[src/rtl/bbcm_pkg.sv]
// ----------------------------------------------------------------------------
// bbcm_pkg
// shared types, codes and constants of the block buffer cache manager
// ----------------------------------------------------------------------------
package bbcm_pkg;

	localparam int NUM_ENTRIES_DEF = 32;
	localparam int DEV_W = 16;
	localparam int BLK_W = 16;
	localparam int REF_W = 8;
	localparam int IDX_W = 5;
	localparam int IN_TDATA_W = 41;
	localparam int OUT_TDATA_W = 42;

	typedef enum logic [1:0] {
		MODE_GET     = 2'd0,
		MODE_RELEASE = 2'd1,
		MODE_FLAGS   = 2'd2,
		MODE_SYNC    = 2'd3
	} mode_t;

	typedef enum logic [2:0] {
		KIND_GRANT   = 3'd0,
		KIND_WBACK   = 3'd1,
		KIND_NOFREE  = 3'd2,
		KIND_RELERR  = 3'd3,
		KIND_DONE    = 3'd4
	} kind_t;

	typedef enum logic [2:0] {
		ST_IDLE,
		ST_HIT,
		ST_VICT,
		ST_WB,
		ST_FINAL,
		ST_OUT
	} state_t;

	// controller to datapath
	typedef struct packed {
		logic load;      // capture request
		logic clr_scan;  // reset scan index
		logic step;      // advance scan index
		logic do_hit;    // apply hit update
		logic take_vict; // remember victim, claim it, set up queue rotation
		logic wb_emit;   // emit writeback at scan index, clear dirty
		logic finish;    // do final update and emit last result
		logic shift;     // one queue shift step
	} cmd_t;

	// datapath to controller
	typedef struct packed {
		logic scan_end;   // scan index at last entry
		logic hit_match;  // entry at scan index hits
		logic free_match; // queue entry at scan index is free
		logic wb_match;   // entry at scan index needs writeback
		logic vict_dirty; // chosen victim dirty
		logic shift_done; // queue rotation complete
		logic out_busy;   // output register full and not taken
		logic is_get;
		logic is_sync;
	} sts_t;

endpackage

[src/rtl/bbcm_ctrl.sv]
// ----------------------------------------------------------------------------
// bbcm_ctrl
// sequencer for the tag scans, victim search and writeback sweeps
// ----------------------------------------------------------------------------
module bbcm_ctrl (
	input  logic            clk,
	input  logic            arst_n,
	input  logic            in_fire,
	input  bbcm_pkg::sts_t  sts,
	output logic            idle,
	output bbcm_pkg::cmd_t  cmd
);
	import bbcm_pkg::*;

	state_t state_q, state_d;

	always_ff @(posedge clk or negedge arst_n) begin
		if (!arst_n) state_q <= ST_IDLE;
		else state_q <= state_d;
	end

	always_comb begin
		state_d = state_q;
		case (state_q)
			ST_IDLE: if (in_fire) begin
				if (sts.is_get) state_d = ST_HIT;
				else if (sts.is_sync) state_d = ST_WB;
				else state_d = ST_FINAL;
			end
			ST_HIT: begin
				// a hit is the last result, wait for a free output register
				if (sts.hit_match) begin
					if (!sts.out_busy) state_d = ST_IDLE;
				end else if (sts.scan_end) state_d = ST_VICT;
			end
			ST_VICT: begin
				if (sts.free_match) state_d = ST_OUT;
				else if (sts.scan_end) state_d = ST_FINAL;
			end
			ST_OUT: begin
				// queue rotation runs here, then writeback sweep if dirty
				if (sts.shift_done) state_d = sts.vict_dirty ? ST_WB : ST_FINAL;
			end
			ST_WB: if (!sts.out_busy && sts.scan_end) state_d = ST_FINAL;
			ST_FINAL: if (!sts.out_busy) state_d = ST_IDLE;
			default: state_d = ST_IDLE;
		endcase
	end

	always_comb begin
		cmd = '0;
		idle = (state_q == ST_IDLE);
		case (state_q)
			ST_IDLE: begin
				cmd.load = in_fire;
				cmd.clr_scan = in_fire;
			end
			ST_HIT: begin
				cmd.do_hit = sts.hit_match && !sts.out_busy;
				cmd.step = !sts.hit_match && !sts.scan_end;
				cmd.clr_scan = !sts.hit_match && sts.scan_end;
			end
			ST_VICT: begin
				cmd.take_vict = sts.free_match;
				cmd.step = !sts.free_match && !sts.scan_end;
			end
			ST_OUT: begin
				cmd.shift = !sts.shift_done;
				cmd.clr_scan = sts.shift_done;
			end
			ST_WB: if (!sts.out_busy) begin
				cmd.wb_emit = sts.wb_match;
				cmd.step = !sts.scan_end;
			end
			ST_FINAL: cmd.finish = !sts.out_busy;
			default: ;
		endcase
	end

endmodule

[src/rtl/bbcm_dp.sv]
// ----------------------------------------------------------------------------
// bbcm_dp
// tag store, flags, reference counts, allocation queue and output register
// ----------------------------------------------------------------------------
module bbcm_dp #(
	parameter int NUM_ENTRIES = bbcm_pkg::NUM_ENTRIES_DEF
) (
	input  logic                               clk,
	input  logic                               arst_n,
	input  logic [bbcm_pkg::IN_TDATA_W-1:0]    in_data,
	input  bbcm_pkg::cmd_t                     cmd,
	output bbcm_pkg::sts_t                     sts,
	output logic                               out_valid,
	input  logic                               out_ready,
	output logic [bbcm_pkg::OUT_TDATA_W-1:0]   out_data,
	output logic                               out_last
);
	import bbcm_pkg::*;

	localparam int SW = $clog2(NUM_ENTRIES);

	logic [DEV_W-1:0] tdev_q [NUM_ENTRIES];
	logic [BLK_W-1:0] tblk_q [NUM_ENTRIES];
	logic [REF_W-1:0] ref_q  [NUM_ENTRIES];
	logic [NUM_ENTRIES-1:0] dirty_q, utd_q;
	logic [SW-1:0] aq_q [NUM_ENTRIES];

	logic [1:0] mode_q;
	logic [DEV_W-1:0] dev_q, wdev_q;
	logic [BLK_W-1:0] blk_q;
	logic [IDX_W-1:0] idx_q;
	logic dflag_q, vflag_q, all_q;
	logic [SW-1:0] scan_q, vict_q, shp_q;
	logic found_q;

	logic ov_q, olast_q;
	logic [OUT_TDATA_W-1:0] od_q;

	logic [SW-1:0] qe;
	logic in_rng;
	logic [SW-1:0] ix;

	assign qe = aq_q[scan_q];
	assign in_rng = ({1'b0, idx_q} < (IDX_W+1)'(NUM_ENTRIES));
	assign ix = SW'(idx_q);

	assign sts.scan_end = (scan_q == SW'(NUM_ENTRIES-1));
	assign sts.hit_match = (tdev_q[scan_q] != '0) && (tdev_q[scan_q] == dev_q)
		&& (tblk_q[scan_q] == blk_q);
	assign sts.free_match = (ref_q[qe] == '0);
	assign sts.wb_match = dirty_q[scan_q] && (all_q || tdev_q[scan_q] == wdev_q);
	assign sts.vict_dirty = dirty_q[vict_q];
	assign sts.shift_done = (shp_q == SW'(NUM_ENTRIES-1));
	assign sts.out_busy = ov_q && !out_ready;
	assign sts.is_get = (in_data[1:0] == MODE_GET);
	assign sts.is_sync = (in_data[1:0] == MODE_SYNC);

	assign out_valid = ov_q;
	assign out_data = od_q;
	assign out_last = olast_q;

	function automatic logic [OUT_TDATA_W-1:0] pack(kind_t k, logic [IDX_W-1:0] i,
		logic [DEV_W-1:0] d, logic [BLK_W-1:0] b, logic h, logic v);
		return {v, h, b, d, i, k};
	endfunction

	// registers with reset
	always_ff @(posedge clk or negedge arst_n) begin
		if (!arst_n) begin
			ov_q <= 1'b0;
			for (int i = 0; i < NUM_ENTRIES; i++) begin
				tdev_q[i] <= '0;
				tblk_q[i] <= '0;
				ref_q[i] <= '0;
				aq_q[i] <= SW'(i);
			end
			dirty_q <= '0;
			utd_q <= '0;
		end else begin
			if (cmd.do_hit || cmd.wb_emit || cmd.finish) ov_q <= 1'b1;
			else if (ov_q && out_ready) ov_q <= 1'b0;
			if (cmd.do_hit && ref_q[scan_q] != '1) ref_q[scan_q] <= ref_q[scan_q] + 1'b1;
			if (cmd.take_vict) ref_q[qe] <= REF_W'(1);
			if (cmd.shift) begin
				aq_q[shp_q] <= aq_q[shp_q + 1'b1];
				aq_q[NUM_ENTRIES-1] <= (shp_q == SW'(NUM_ENTRIES-2)) ? vict_q
					: aq_q[NUM_ENTRIES-1];
			end
			if (cmd.wb_emit) dirty_q[scan_q] <= 1'b0;
			if (cmd.finish) begin
				case (mode_q)
					MODE_GET: if (found_q) begin
						tdev_q[vict_q] <= dev_q;
						tblk_q[vict_q] <= blk_q;
						dirty_q[vict_q] <= 1'b0;
						utd_q[vict_q] <= 1'b0;
					end
					MODE_RELEASE: if (in_rng && ref_q[ix] != '0)
						ref_q[ix] <= ref_q[ix] - 1'b1;
					MODE_FLAGS: if (in_rng) begin
						dirty_q[ix] <= dflag_q;
						utd_q[ix] <= vflag_q;
					end
					default: ;
				endcase
			end
		end
	end

	// payload registers
	always_ff @(posedge clk) begin
		if (cmd.load) begin
			mode_q <= in_data[1:0];
			dev_q <= in_data[17:2];
			blk_q <= in_data[33:18];
			idx_q <= in_data[38:34];
			dflag_q <= in_data[39];
			vflag_q <= in_data[40];
			all_q <= (in_data[17:2] == '0);
			wdev_q <= in_data[17:2];
			found_q <= 1'b0;
		end
		if (cmd.clr_scan) scan_q <= '0;
		else if (cmd.step) scan_q <= scan_q + 1'b1;
		if (cmd.take_vict) begin
			vict_q <= qe;
			found_q <= 1'b1;
			wdev_q <= tdev_q[qe];
			all_q <= 1'b0;
			shp_q <= scan_q;
		end
		if (cmd.shift) shp_q <= shp_q + 1'b1;
		if (cmd.do_hit) begin
			od_q <= pack(KIND_GRANT, IDX_W'(scan_q), dev_q, blk_q, 1'b1, utd_q[scan_q]);
			olast_q <= 1'b1;
		end
		if (cmd.wb_emit) begin
			od_q <= pack(KIND_WBACK, IDX_W'(scan_q), tdev_q[scan_q], tblk_q[scan_q],
				1'b0, 1'b0);
			olast_q <= 1'b0;
		end
		if (cmd.finish) begin
			olast_q <= 1'b1;
			case (mode_q)
				MODE_GET: od_q <= found_q
					? pack(KIND_GRANT, IDX_W'(vict_q), dev_q, blk_q, 1'b0, 1'b0)
					: pack(KIND_NOFREE, '0, '0, '0, 1'b0, 1'b0);
				MODE_RELEASE: od_q <= (in_rng && ref_q[ix] != '0)
					? pack(KIND_DONE, '0, '0, '0, 1'b0, 1'b0)
					: pack(KIND_RELERR, '0, '0, '0, 1'b0, 1'b0);
				default: od_q <= pack(KIND_DONE, '0, '0, '0, 1'b0, 1'b0);
			endcase
		end
	end

endmodule

[src/rtl/block_buffer_cache_manager.sv]
// ----------------------------------------------------------------------------
// block_buffer_cache_manager
// tag manager for a disk block cache: get, release, set flags, sync
// ----------------------------------------------------------------------------
// channel   dir  tdata                                    tuser / tlast
// s_axis    in   mode,device,block_number,entry_index,    -
//                dirty_flag,valid_data_flag (41 -> 48)
// m_axis    out  kind,result_index,result_device,         tlast = last
//                result_block,was_hit,holds_valid_data (42 -> 48)
//
// one request at a time; s_axis_tready is high only while idle
// a get hit is granted when the tag compare reaches it; the tag compare walks
// one entry per cycle
// a miss adds a queue search, a queue rotation and, for a dirty victim, a
// writeback sweep, then the grant; with no free entry it answers no free
// a sync runs a writeback sweep before its answer; release and set flags answer
// without a scan
// reset clears all tags, counts and marks at once
// output stalls hold the sweep in place; no result is dropped
module block_buffer_cache_manager #(
	parameter int NUM_ENTRIES = bbcm_pkg::NUM_ENTRIES_DEF
) (
	input  logic        clk,
	input  logic        arst_n,
	input  logic        s_axis_tvalid,
	output logic        s_axis_tready,
	// mode, device, block_number, entry_index, dirty_flag, valid_data_flag
	input  logic [47:0] s_axis_tdata,
	output logic        m_axis_tvalid,
	input  logic        m_axis_tready,
	// kind, result_index, result_device, result_block, was_hit, holds_valid_data
	output logic [47:0] m_axis_tdata,
	output logic        m_axis_tlast
);
	import bbcm_pkg::*;

	cmd_t cmd;
	sts_t sts;
	logic idle, in_fire;
	logic [OUT_TDATA_W-1:0] od;
	logic [IN_TDATA_W-1:0] ind;

	// request taken only between requests
	assign s_axis_tready = idle;
	assign in_fire = s_axis_tvalid && idle;
	assign ind = s_axis_tdata[IN_TDATA_W-1:0];

	bbcm_ctrl u_ctrl (
		.clk(clk), .arst_n(arst_n), .in_fire(in_fire), .sts(sts),
		.idle(idle), .cmd(cmd)
	);

	bbcm_dp #(.NUM_ENTRIES(NUM_ENTRIES)) u_dp (
		.clk(clk), .arst_n(arst_n), .in_data(ind),
		.cmd(cmd), .sts(sts), .out_valid(m_axis_tvalid), .out_ready(m_axis_tready),
		.out_data(od), .out_last(m_axis_tlast)
	);

	// zero padding up to whole bytes
	assign m_axis_tdata = {{(48-OUT_TDATA_W){1'b0}}, od};

endmodule

[config.mk]
export PLATFORM = sky130hd
export DESIGN_NAME = block_buffer_cache_manager
export DESIGN_NICKNAME = d
export VERILOG_FILES = /design/src/rtl/bbcm_pkg.sv /design/src/rtl/bbcm_ctrl.sv /design/src/rtl/bbcm_dp.sv /design/src/rtl/block_buffer_cache_manager.sv
export SDC_FILE = /design/constraint.sdc
export NUM_CORES = 2
export LEC_CHECK = 0
export ABC_AREA = 0
export BUFFER_PORTS_ARGS = -buffer_cell sky130_fd_sc_hd__buf_4
export CAP_MARGIN = 20
export CELL_PAD_IN_SITES_DETAIL_PLACEMENT = 0
export CELL_PAD_IN_SITES_GLOBAL_PLACEMENT = 2
export CORE_UTILIZATION = 24
export CTS_BUF_LIST = sky130_fd_sc_hd__clkbuf_4
export CTS_CLUSTER_DIAMETER = 100
export CTS_CLUSTER_SIZE = 25
export DETAILED_ROUTE_END_ITERATION = 16
export PLACE_DENSITY = 0.47
export SLEW_MARGIN = 15
export SYNTH_ARGS = -nofsm -noshare
export SYNTH_HDL_FRONTEND = slang
export SYNTH_HIERARCHICAL = 1
export SYNTH_SLANG_ARGS = --single-unit
[constraint.sdc]
create_clock -name clk -period 15.17 [get_ports clk]
set_input_delay 1.517 -clock clk [delete_from_list [all_inputs] [get_ports clk]]
set_output_delay 1.517 -clock clk [all_outputs]
set_load 0.01 [all_outputs]
---- Word-level counts from Yosys, hierarchy flattened ----
Index checks and enable logic that the tools add are counted.
Widths: inputs -> output; s select.
word-level totals
  output and inout port bits .............. 51
  bits in registers ....................... 1625
cells by class
  add/subtract/negate cells ............... 4
  equal/unequal tests ..................... 21
  order comparisons ....................... 17
  reduce and logical (&&, ||, !) cells .... 46
  multiplexer cells ....................... 100
  bitwise gates (word level) .............. 14
operator list
  cell                number
  $mux 256            5
  $bwmux 512          2
  $bwmux 256          2
  $bmux 16 s5         3
  $and 224x224->224   1
  $not 224->224       1
  $bwmux 160          1
  $mux 16             9
  $mux 32             4
  $pmux 32 s2         2
  $mux 42             3
  $bmux 8 s5          3
  $demux 8 s5         3
  $and 32x32->32      3
  $pmux 42 s2         1
  $demux 16 s5        1
  $mux 8              9
  $bwmux 32           2
  $not 32->32         2
  $bmux 5 s5          2
  $eq 16x16->1        3
  $mux 40             1
  $ge 6x6->1 const B  6
  $mux 3              12
  other kinds (38)    121

---- Longest topological paths before layout ----
  depth in word-level cells ............... 17
  depth in mapped cells ................... 24

---- Cells and area by module ----
Netlist, hierarchy kept.
by module, submodules not included
  module                      area each (sq um)  cells an instance  sequential area each (sq um)  times used
  bbcm_dp                     85620.9            6339               41194.5                       1
  bbcm_ctrl                   441.7              56                 75.1                          1
  block_buffer_cache_manager  55.1               8                  0.0                           1

---- Worst setup path before layout ----
OpenSTA, ideal clock, no wires.
  path kind ............................... register -> register
  start ................................... reg u_dp.scan_q[1]
  end ..................................... reg u_dp.od_q[0], in the netlist u_dp/out_data[0], enable pin
  arrival time ............................ 5199 ps
  setup slack ............................. 9570 ps
  clock period less this slack ............ 5600 ps
  stages on the path, launching flop included .. 21
  path buffers ............................ 9
  cell sequence ........................... dfxtp_1 > buf_2 > buf_6 > buf_2 > buf_2 > buf_2 > buf_2 > clkbuf_1 > buf_1 > mux4_2 > a22oi_1 > nand4_1 > xnor2_1 > nand4_1 > nor4_1 > nand2_1 > a41oi_1 > nand2_1 > nor3_1 > clkbuf_1 > or3_1
RTL lines
  item                    line            RTL
  start, declared         bbcm_dp.sv:33   logic [SW-1:0] scan_q, vict_q, shp_q;
  start signal, assigned  bbcm_dp.sv:124  else if (cmd.step) scan_q <= scan_q + 1'b1;
  end signal, assigned    bbcm_dp.sv:134  od_q <= pack(KIND_GRANT, IDX_W'(scan_q), dev_q, blk_q, 1'b1, utd_q[scan_q]);
  end signal, assigned    bbcm_dp.sv:138  od_q <= pack(KIND_WBACK, IDX_W'(scan_q), tdev_q[scan_q], tblk_q[scan_q],
  end signal, assigned    bbcm_dp.sv:145  MODE_GET: od_q <= found_q
  end, declared           bbcm_dp.sv:37   logic [OUT_TDATA_W-1:0] od_q;

==> impl_metrics.csv <==
group,metric,value,unit
power,power_density,102.9,nW/um^2
placed_design,hpwl,232300,um
hold_path,hold_depth,1,
clock_network,cts_buffer_depth,4,
synth,netlist.area_leader.share,0.4149,
synth,synth_area,86120,sq um
grt,grt-ovfl-total,0,
power,intPower,6.034,mW
synth,ys_ff_latch,1625,
timing,relSlewSlack,0.2226,
synth,syn_inst,6403,
timing,setup_viol,0,
layout,fin_util,0.2656,
clock_network,cts.sink_count,1625,
worst_setup_path,critical_path_required,16.48,ns
grt,track_usage,0.2047,
clock_network,cts_buffers,110,
placed_design,gp_congestion,0.8466,
routing,final_antenna_net_count,0,
routing,wl_per_cell,34.07,um
layout,fill_cells,36640,
synth,yosysUniqueCellTypes,89,
worst_setup_path,cp-start-kind,"register",
power,p_comb_frac,0.270,
synth,yosysTopAreaCell,"dfrtp_1",
routing,drtIter0Drc,4398,
power,power.leakage,40.40,nW
grt,grt_max_degree,173,
timing,min_period_over_period,0.6259,
timing,final-hold-violation-count,0,
worst_setup_path,critPathBufInv,6,
timing,rsz0062_at_grt,"no",
die,initial_core_util,0.2416,
hold_path,hold_end,"u_dp/blk_q[3]",
clock_network,worst_skew_pair.late_latency,1.52,ns
hold_path,hp-class,"primary input to register",
worst_setup_path,r2r_start,"u_dp/scan_q[0]",
worst_setup_path,path_cells,"buf_4 -> buf_12 -> buf_4 -> buf_4 -> mux4_2 -> a22oi_1 -> nand4_1 -> xnor2_1 -> nand4_1 -> nor4_1 -> nand2_1 -> a41oi_1 -> buf_4 -> nand2_1 -> nor3_2 -> buf_4 -> and3_1 -> nand2_1 -> mux2_2 -> o32a_1",
synth,yosys_warnings,6,
power,switching_share,0.3808,
worst_setup_path,path_max_fanout,55,
worst_setup_path,rr_endpoint,"u_dp/ref_q[232]",
timing,finalSetupTns,0,ns
power,ir_worst_vdd,0.08048,mV
grt,grt_pass1_wl,523100,um
timing,clock.fmax,105.3,MHz
run_status,outcome,"completed",
job,cap_violations,0,
worst_setup_path,rrSetupSlack,5.68,ns
timing,tightest_slew,1.155,ns
die,die_h,601.0,um
layout,regArea,41280,sq um
synth,postSynthAreaPerCell,13.45,sq um
die,die_w,601.0,um
power,netSwitchingPower,3.711,mW
layout,multi_input_area,42740,sq um
clock_network,cts_tree,"built",
die,dieArea,361200,sq um
hold_path,hold_path_startpoint,"s_axis_tdata[21]",
clock_network,root_buffer,"clkbuf_4",
clock_network,htreeDepth,3,
layout,area_growth,9.951,%
timing,drv_slew,0,
synth,ys_seq_area_frac,0.4792,
worst_setup_path,critPathCaptureType,"register",
die,core_area,356500,sq um
grt,antenna_found_initial,24,
worst_setup_path,cpMostUsedCell,"buf_4",
power,clockPowerShare,0.247,
synth,ys.flop_type,"dfrtp_1",
worst_setup_path,reg2reg_depth,20,
worst_setup_path,cp.arrival,10.81,ns
power,p_seq_frac,0.483,
die,io_pins,103,
placed_design,io_buffers,89,
routing,num_vias,58444,
timing,fin_worst_skew,0.1548,ns
worst_setup_path,slowest_stage,"and3_1",
timing,fin_crit,9.494,ns
synth,synth_area_leaders,"dfrtp_1 (41%), mux2_2 (18%), mux4_2 (12%), mux2i_1 (6.3%), edfxtp_1 (3.8%)",
layout,num-nets-final,6278,
routing,drc,0,
synth,async_reset_ff_frac,0.9280,
routing,vias_per_cell,5.281,
layout,layout-drive-gt1-share,0.4023,
clock_network,clkSlewWorstSetupHoldPaths,0.23,ns
synth,synth_edf_count,109,
routing,drt-total-wl,377000,um
worst_setup_path,critPathKind,"register to register",
grt,grt_pass1_vias,60381,
worst_setup_path,crit_path_max_incr_delay,0.97,ns
die,rows,219,
routing,drtPass1Iterations,5,
worst_setup_path,startpoint,"u_dp/scan_q[0]",
worst_setup_path,critPathTopFamily,"buffers and inverters",
==> what timing repair did <==
item                      in CTS  in global routing
gates resized for setup        0                  0
hold endpoints to repair     106                  0
setup buffers                  0                  0
hold buffers                  15                  0
==> cell type report <==
type | count | share of cell area
Clock buffer | 119 | 0.009435
Clock inverter | 82 | 0.01090
Tap cell | 4751 | 0.06278
Sequential cell | 1625 | 0.4359
Antenna cell | 12 | 0.0003171
Timing Repair Buffer | 315 | 0.02813
Inverter | 28 | 0.001110
Multi-Input combinational cell | 4134 | 0.4514
==> synth_stat cells (15+ instances only) <==
cell	instances
or2_2	22
a221oi_1	27
nor3_1	50
dfstp_2	80
nand4_1	93
buf_4	36
a211oi_1	20
inv_1	27
xnor2_1	41
o21ai_2	15
o211ai_1	23
a31oi_1	31
nor4_1	36
o22a_1	20
a21oi_1	37
o21ai_0	158
clkbuf_1	383
nand2_1	213
nand3_1	41
mux4_2	453
a22oi_1	196
buf_2	115
xor2_1	22
o32a_1	16
nor2_1	133
mux2i_1	542
o22ai_1	335
buf_1	77
edfxtp_1	109
a22o_1	35
o221ai_1	18
mux2_2	1355
dfrtp_1	1428
==> worst reg2reg max path, stage by stage (launching register included) <==
cell,delay [ns]
dfxtp_4,0.69
buf_4,0.63
buf_12,0.46
buf_4,0.85
buf_4,0.64
mux4_2,0.59
a22oi_1,0.27
nand4_1,0.33
xnor2_1,0.68
nand4_1,0.25
nor4_1,0.36
nand2_1,0.16
a41oi_1,0.19
buf_4,0.25
nand2_1,0.12
nor3_2,0.14
buf_4,0.55
and3_1,1.00
nand2_1,0.64
mux2_2,0.44
o32a_1,0.16
==> cell families after synthesis <==
logic type,synth area share
buffers and inverters,0.03233
AO/OA/AOI/OAI,0.07699
adder cells (fa/ha/maj),0.001743
other,0.00004355
multiplexers,0.3590
AND/OR/NAND/NOR,0.04412
XOR/XNOR,0.006596
flip-flops,0.4792
==> registers in the layout (all words and copies together) (netlist names), 3 cells and up <==
name and cells:
u_dp/shp_q 5, u_dp/tblk_q 512, u_dp/tdev_q 512, u_dp/vict_q 5, u_dp/dev_q 16, u_dp/idx_q 5, u_dp/out_data 42, u_ctrl/state_q 3
u_dp/scan_q 5, u_dp/blk_q 16, u_dp/ref_q 256, u_dp/utd_q 32, u_dp/wdev_q 16, u_dp/dirty_q 32, u_dp/aq_q 160
==> per-layer routing <==
metal | global-route usage | wire length (um) | part of all wire
met5 | 0 | 64 | 0.00017
met4 | 0.05757 | 11980 | 0.032
met3 | 0.02361 | 15420 | 0.041
met2 | 0.3348 | 177300 | 0.47
met1 | 0.2848 | 172200 | 0.46
==> placed cells by master, fill, tap and decap left out, types with 35 or more instances in the layout <==
| cell type | count |
|---|---|
| nand4_1 | 93 |
| xnor2_1 | 35 |
| nand2_1 | 196 |
| o22ai_1 | 335 |
| nor3_1 | 42 |
| nor2_1 | 116 |
| o21ai_0 | 157 |
| mux2_2 | 1355 |
| dfstp_2 | 80 |
| a22oi_1 | 196 |
| nand3_1 | 37 |
| dfrtp_1 | 1428 |
| mux4_2 | 453 |
| a21oi_1 | 35 |
| clkbuf_4 | 119 |
| a22o_1 | 35 |
| buf_4 | 280 |
| edfxtp_1 | 109 |
| mux2i_1 | 542 |
==> stage by stage <==
step	setup WS [ns]	total power [mW]	hold slack (ns)	instances	area, sq um
6_report	5.676	9.745	0.2345	11066	94690
5_1_grt	5.114	10.16	0.05673	11060	94670
4_1_cts	5.477	9.943	0.02163	11050	94580
3_5_place_dp	5.529	7.451	0.4774	10834	92500
3_3_place_gp	5.447	7.461	0.4723	10831	92450
2_1_floorplan	9.570	6.213	0.4432	6408	86140
==> power by group through the flow <==
stage | clock network, mW | registers (mW) | logic, mW
finish | 2.41 | 4.70 | 2.63
global route | 2.68 | 4.72 | 2.76
CTS | 2.56 | 4.71 | 2.68
detailed placement | 0 | 4.78 | 2.67
global placement | 0 | 4.78 | 2.68
floorplan | 0 | 4.69 | 1.52
==> how the worst max path moves through the flow <==
stage,to,depth (start not counted)
global placement,u_dp/ref_q[232],20
detailed placement,u_dp/ref_q[232],20
floorplan,u_dp/out_data[0],20
global route,u_dp/ref_q[232],20
CTS,u_dp/ref_q[232],20
finish,u_dp/ref_q[232],20
No activity file was read; power rests on OpenSTA's default activity.
